===== config.mk =====
export PLATFORM = sky130hd
export DESIGN_NAME = fds_div
export DESIGN_NICKNAME = d
export VERILOG_FILES = /design/src/sv/fds_div.sv
export SDC_FILE = /design/constraint.sdc
export NUM_CORES = 1
export LEC_CHECK = 0
export ABC_AREA = 1
export BUFFER_PORTS_ARGS = -buffer_cell sky130_fd_sc_hd__buf_2
export CAP_MARGIN = 30
export CORE_MARGIN = 5
export CORE_UTILIZATION = 35
export DETAILED_ROUTE_END_ITERATION = 7
export PLACE_DENSITY = 0.67
export SLEW_MARGIN = 20
export SYNTH_ARGS = -nofsm -noshare
export SYNTH_HDL_FRONTEND = slang
export SYNTH_SLANG_ARGS = --single-unit

===== constraint.sdc =====
create_clock -name clk -period 3.4 [get_ports clk]
set_clock_uncertainty 0.1 [all_clocks]
set_input_delay 0.17 -clock clk [delete_from_list [all_inputs] [get_ports clk]]
set_output_delay 0.17 -clock clk [all_outputs]
set_load 0.05 [all_outputs]

===== src/sv/fds_div.sv =====
module fds_div #(
  parameter int NW = 13,
  parameter int DW = 13
) (
  input  logic          clk,
  input  logic          rst_n,
  input  logic          start,
  input  logic [NW-1:0] dividend,
  input  logic [DW-1:0] divisor,
  output logic          busy,
  output logic          done,
  output logic [NW-1:0] quotient,
  output logic [DW-1:0] remainder
);

  localparam int KW = $clog2(NW + 1);

  logic [NW-1:0] q_r;
  logic [DW-1:0] rem_r;
  logic [KW-1:0] cnt_r;
  logic          busy_r;
  logic          done_r;
  logic [DW:0]   trial;
  logic [DW:0]   diff;
  logic          ge;

  // One quotient bit per cycle, restoring form; the dividend shifts out
  // of q_r as the quotient shifts in.
  assign trial = {rem_r, q_r[NW-1]};
  assign ge    = trial >= {1'b0, divisor};
  assign diff  = trial - {1'b0, divisor};

  always_ff @(posedge clk) begin
    if (!rst_n) begin
      busy_r <= 1'b0;
      done_r <= 1'b0;
      cnt_r  <= '0;
    end else begin
      done_r <= busy_r && (cnt_r == KW'(1));
      if (start) begin
        busy_r <= 1'b1;
        cnt_r  <= KW'(NW);
      end else if (busy_r) begin
        cnt_r <= cnt_r - KW'(1);
        if (cnt_r == KW'(1)) begin
          busy_r <= 1'b0;
        end
      end
    end
  end

  always_ff @(posedge clk) begin
    if (start) begin
      q_r   <= dividend;
      rem_r <= '0;
    end else if (busy_r) begin
      q_r   <= {q_r[NW-2:0], ge};
      rem_r <= ge ? diff[DW-1:0] : trial[DW-1:0];
    end
  end

  assign busy      = busy_r;
  assign done      = done_r;
  assign quotient  = q_r;
  assign remainder = rem_r;

endmodule


Word level (Yosys, flattened, before mapping)
Index checks and enable logic that the tools add are counted.
- input bits: 29
- flip-flop bits (word level): 32
- output and inout port bits: 28
- $lt $le $gt $ge: 1
- add/subtract/negate cells: 2
- reduce and logical (&&, ||, !) cells: 3
- eq/ne operators: 1
- muxes and demuxes: 8
- bitwise operators: 1
- operator list (operator ; count):
    13-bit 2-to-1 mux ; 3
    14-bit by 13-bit greater-or-equal comparator with 1-bit output ; 1
    13-bit subtractor ; 1
    4-bit 2-to-1 mux ; 2
    4-bit by 1-bit == test with 1-bit output (second input constant) ; 1
    4-bit by 1-bit subtractor with 4-bit output (second input constant) ; 1
    1-bit 2-to-1 mux ; 3
    2-bit nonzero test ; 1
    2-bit OR reduction ; 1
    1-bit logical AND ; 1
    1-bit inverter ; 1

Logic depth before layout (Yosys ltp)
- depth after elaboration: 4
- depth in mapped cells: 12

Least setup slack after synthesis
OpenSTA, ideal clock, no wires.
- path kind: register -> register
- start point: register q_r[12] (netlist: quotient[12])
- end point: register rem_r[10] (netlist: remainder[10])
- stages on the path, launching flop included: 13
- setup slack: 1156 ps
- buffers on the path: 1
- arrival time: 2031 ps
- library setup time: 114 ps
- clock period less this slack: 2244 ps
- cell sequence: edfxtp_1 -> inv_1 -> ha_1 -> fa_1 -> inv_1 -> nand2_1 -> nand3_2 -> nand2_2 -> nand3_4 -> buf_12 -> nand3_2 -> nand3_1 -> nand2_1
- cells in the longest elaborated chain, start to end: 2
- elaborated cells between the ends (all ways): 3
- classes of those cells: 1 x add/sub; 1 x order compare; 1 x mux
- RTL lines (what ; line ; text):
    start: declaration ; 18 ; logic [NW-1:0] q_r;
    start signal: assignment ; 54 ; q_r <= dividend;
    start signal: assignment ; 57 ; q_r <= {q_r[NW-2:0], ge};
    13-bit subtractor / 14-bit by 13-bit greater-or-equal comparator with 1-bit output (equally long branches) ; 31, 30 ;
    13-bit 2-to-1 mux * ; 58 ; rem_r <= ge ? diff[DW-1:0] : trial[DW-1:0];
    end signal: assignment ; 58 ;
    end: declaration ; 19 ; logic [DW-1:0] rem_r;
Every way passes the cells marked *; elsewhere a longest branch is shown, timed or not.
A chain may end at the register's enable or synchronous reset.

Worst setup path after layout
- start point: register rem_r[8] (netlist: remainder[8])
- end point: register q_r[0] (netlist: quotient[0]), data pin
- cells in the longest elaborated chain, start to end: 3
- RTL lines (what ; line ; text):
    14-bit by 13-bit greater-or-equal comparator with 1-bit output ; 30 ; assign ge = trial >= {1'b0, divisor};
    13-bit 2-to-1 mux ; 56 ; end else if (busy_r) begin
    13-bit 2-to-1 mux ; 53 ; if (start) begin
Every way passes these cells. The select of a mux whose other input is x is not followed.

==> metrics <==
reg2reg start=remainder[8]; Final Hold Vio Count=0; clock root buffer=clkbuf_8; register area share after synthesis=32.4%; Crit path largest cell delay=430 ps; vias per std cell=~4.7; CP max stage cell=dfxtp_1; worst hold path type=in -> reg; # rows=30; initial antenna violation count=0; DR pass1 iterations=4; Hold EP=cnt_r[2]; synthesized area per cell=6.63 sq um; DRC=0; top cell type's share of synthesized area=21.1%; Resized cells post-CTS=0; Worst Path Required=~3400 ps; Final setup viols=0; crit-path max FO=15; #FFs+latches synth=32; total power=1020 uW; Worst Hold Depth=3; DRT iter0 DRCs=90; I/O Buffers=56; setup TNS=0 ps; Clock transition at path regs=80 ps; first-pass GRT wire length=10100 microns; crit end category=flip-flop; die height=92.5 microns; Ant. Diodes=0; Final period util=about 64%; cts hold-fix bufs=0; I/O Pins=57; Max Freq=0.459 GHz; max-cap violations=0; HP Start=rst_n; Post-DP HPWL=4760 microns; Slew Viols, Final=0; RR Endpoint=quotient[0]; drt wl/cell=around 12 microns; sequential share of power=43.0%; relative slew slack=45.0%; Util after Layout=42.0%; die width=92.5 microns; CP most frequent cell=nand2_1; critical-path cell list=ha_1 -> nand2_1 -> nand2_1 -> a21oi_2 -> inv_2 -> nand2_2 -> nand3_4 -> nand2_1 -> nand2_1; VDD IR max=0.191 mV; vias in the first global route=2334; Pint=704 uW; Slew @ Worst Pin=822 ps; top-count cell post-synth=nand2_1; outcome=finished clean; Post-CTS Setup Inserts=0; ys flop type=dfxtp_1; Leak=0.00163 uW; total global-route track usage=between 10% and 20%; worst-case clock buffer depth=2; die area=8550 sq um; yosys warns=0; Vias=2345; Final nets=459; clock tree from TritonCTS=done; gpl congestion=0.887; R2R Setup Slk=between 1000 and 1500 ps; mapped cell area=~2400 sq um; number of synthesized flops with an enable pin=13; area leader, netlist=nand2_1; top cells by count, synth=134 x nand2_1, 67 x inv_1, 29 x nand3_1, 19 x dfxtp_1, 17 x nand4_1; RSZ-0062 raised after global routing=false; crit start category=flip-flop; synth unique cells=28; CTS sink count=32; Initial Util=between 30 and 40%; WP data arrival=roughly 2100 ps; Async S/R FF share, synth=0%; Pwr Density=364 nW/um^2; Switch Pwr=320 uW; Switching Fraction=31.3%; DRT antenna net count=0; Period minus WS final=2180 ps; GRT overflow=0; CTS H-tree lvls=2; synth top area cells=nand2_1 21%, edfxtp_1 16%, dfxtp_1 16%; largest net degree at the start of global routing=18; logic gate share of total power=21.9%; Routed WL=5950 microns; CTS Buf Count=5; Cells after Synth=359; area delta synth->final=18.5%; share of cells above drive strength 1=20.5%; Synth Net Count=404; Core ar.=6720 sq um; later-pin clock latency in the skew report=a little under 300 ps; Reg2Reg Depth=9; WS Path Type=reg -> reg; Clock Power Share=35.1%
==> flip-flops by register name, indices dropped and copies added, names as in the netlist <==
register and flops:
remainder 13, cnt_r 4, quotient 13, done 1, busy 1
==> worst max-delay path by stage <==
stage,start,end,slack [ps],cells past startpoint
2_1_floorplan,quotient[12],remainder[10],1160,12
4_1_cts,remainder[8],quotient[0],1220,9
5_1_grt,remainder[8],quotient[0],1070,9
6_report,remainder[8],quotient[0],1220,9
3_5_place_dp,remainder[8],quotient[0],1210,9
3_3_place_gp,quotient[12],remainder[7],1270,11
==> placed cells by master (no fill, tap or decap) <==
master	Yosys	layout
o211ai_1	1	1
inv_1	67	67
nand3_4	1	1
buf_2	4	56
bufinv_16	0	1
buf_4	0	1
nor2_4	2	2
a21oi_1	7	7
o21ai_0	1	1
nand3_2	3	3
inv_2	2	2
edfxtp_1	13	13
clkbuf_8	0	5
nand2_2	10	10
o21ai_1	1	1
nand3_1	29	29
xor2_1	3	3
nor3_1	1	1
clkinv_1	1	3
a21oi_2	1	1
nor2_1	14	14
dfxtp_1	19	19
fa_1	1	1
a31oi_1	1	1
xnor2_1	3	3
nand2_1	134	134
nor2_2	3	3
nand4_1	17	17
ha_1	15	15
==> area by class of cell <==
cell class | count | area, sq um
multi-input cells | 248 | 1290
clock inverters | 3 | 37.5
clock buffers | 5 | 68.8
repair buffers | 57 | 288
flip-flops and latches | 32 | 771
fillers | 714 | 3900
well taps | 80 | 100
inverters | 70 | 263
==> power groups by stage <==
stage               logic [uW]  clock network, uW  registers [uW]
finish                     225                359             441
floorplan                 99.3                  0             514
global route               249                385             444
global placement           225                  0             449
CTS                        228                367             441
detailed placement         227                  0             449
==> per-layer routing <==
layer	track usage, %	share of wire, %	up-vias
met4	5.20	2.0	0
met5	0	0	-
met3	3.49	5.5	12
met2	24.5	46	56
li1	-	-	1230
met1	17.7	47	1047
==> through the flow <==
step	worst slack, ps	instances	area (sq um)	hold slack [ps]
after global routing	1070	495	2820	67.4
final	1220	495	2820	37.9
after CTS	1220	495	2820	37.0
after floorplan	1160	359	2380	194
after global placement	1270	487	2710	314
after detailed placement	1210	487	2710	331
==> worst max-delay path: cells and delay by family (launching register included) <==
family	cells	cell delay, ps
AND/OR/NAND/NOR	6	810
flip-flops	1	430
adder cells (fa/ha/maj)	1	330
AO/OA/AOI/OAI	1	220
buffers and inverters	1	50
==> kinds of logic (layout without fill, tap and decap cells) <==
family / count (synthesis) / in the layout / synth area share (%)
XOR/XNOR: 6 / 6 / 2.21
flip-flops: 32 / 32 / 32.4
AND/OR/NAND/NOR: 214 / 214 / 40.5
buffers and inverters: 79 / 135 / 13.4
adder cells (fa/ha/maj): 16 / 16 / 8.73
AO/OA/AOI/OAI: 12 / 12 / 2.84
No activity file was read; power rests on OpenSTA's default activity.
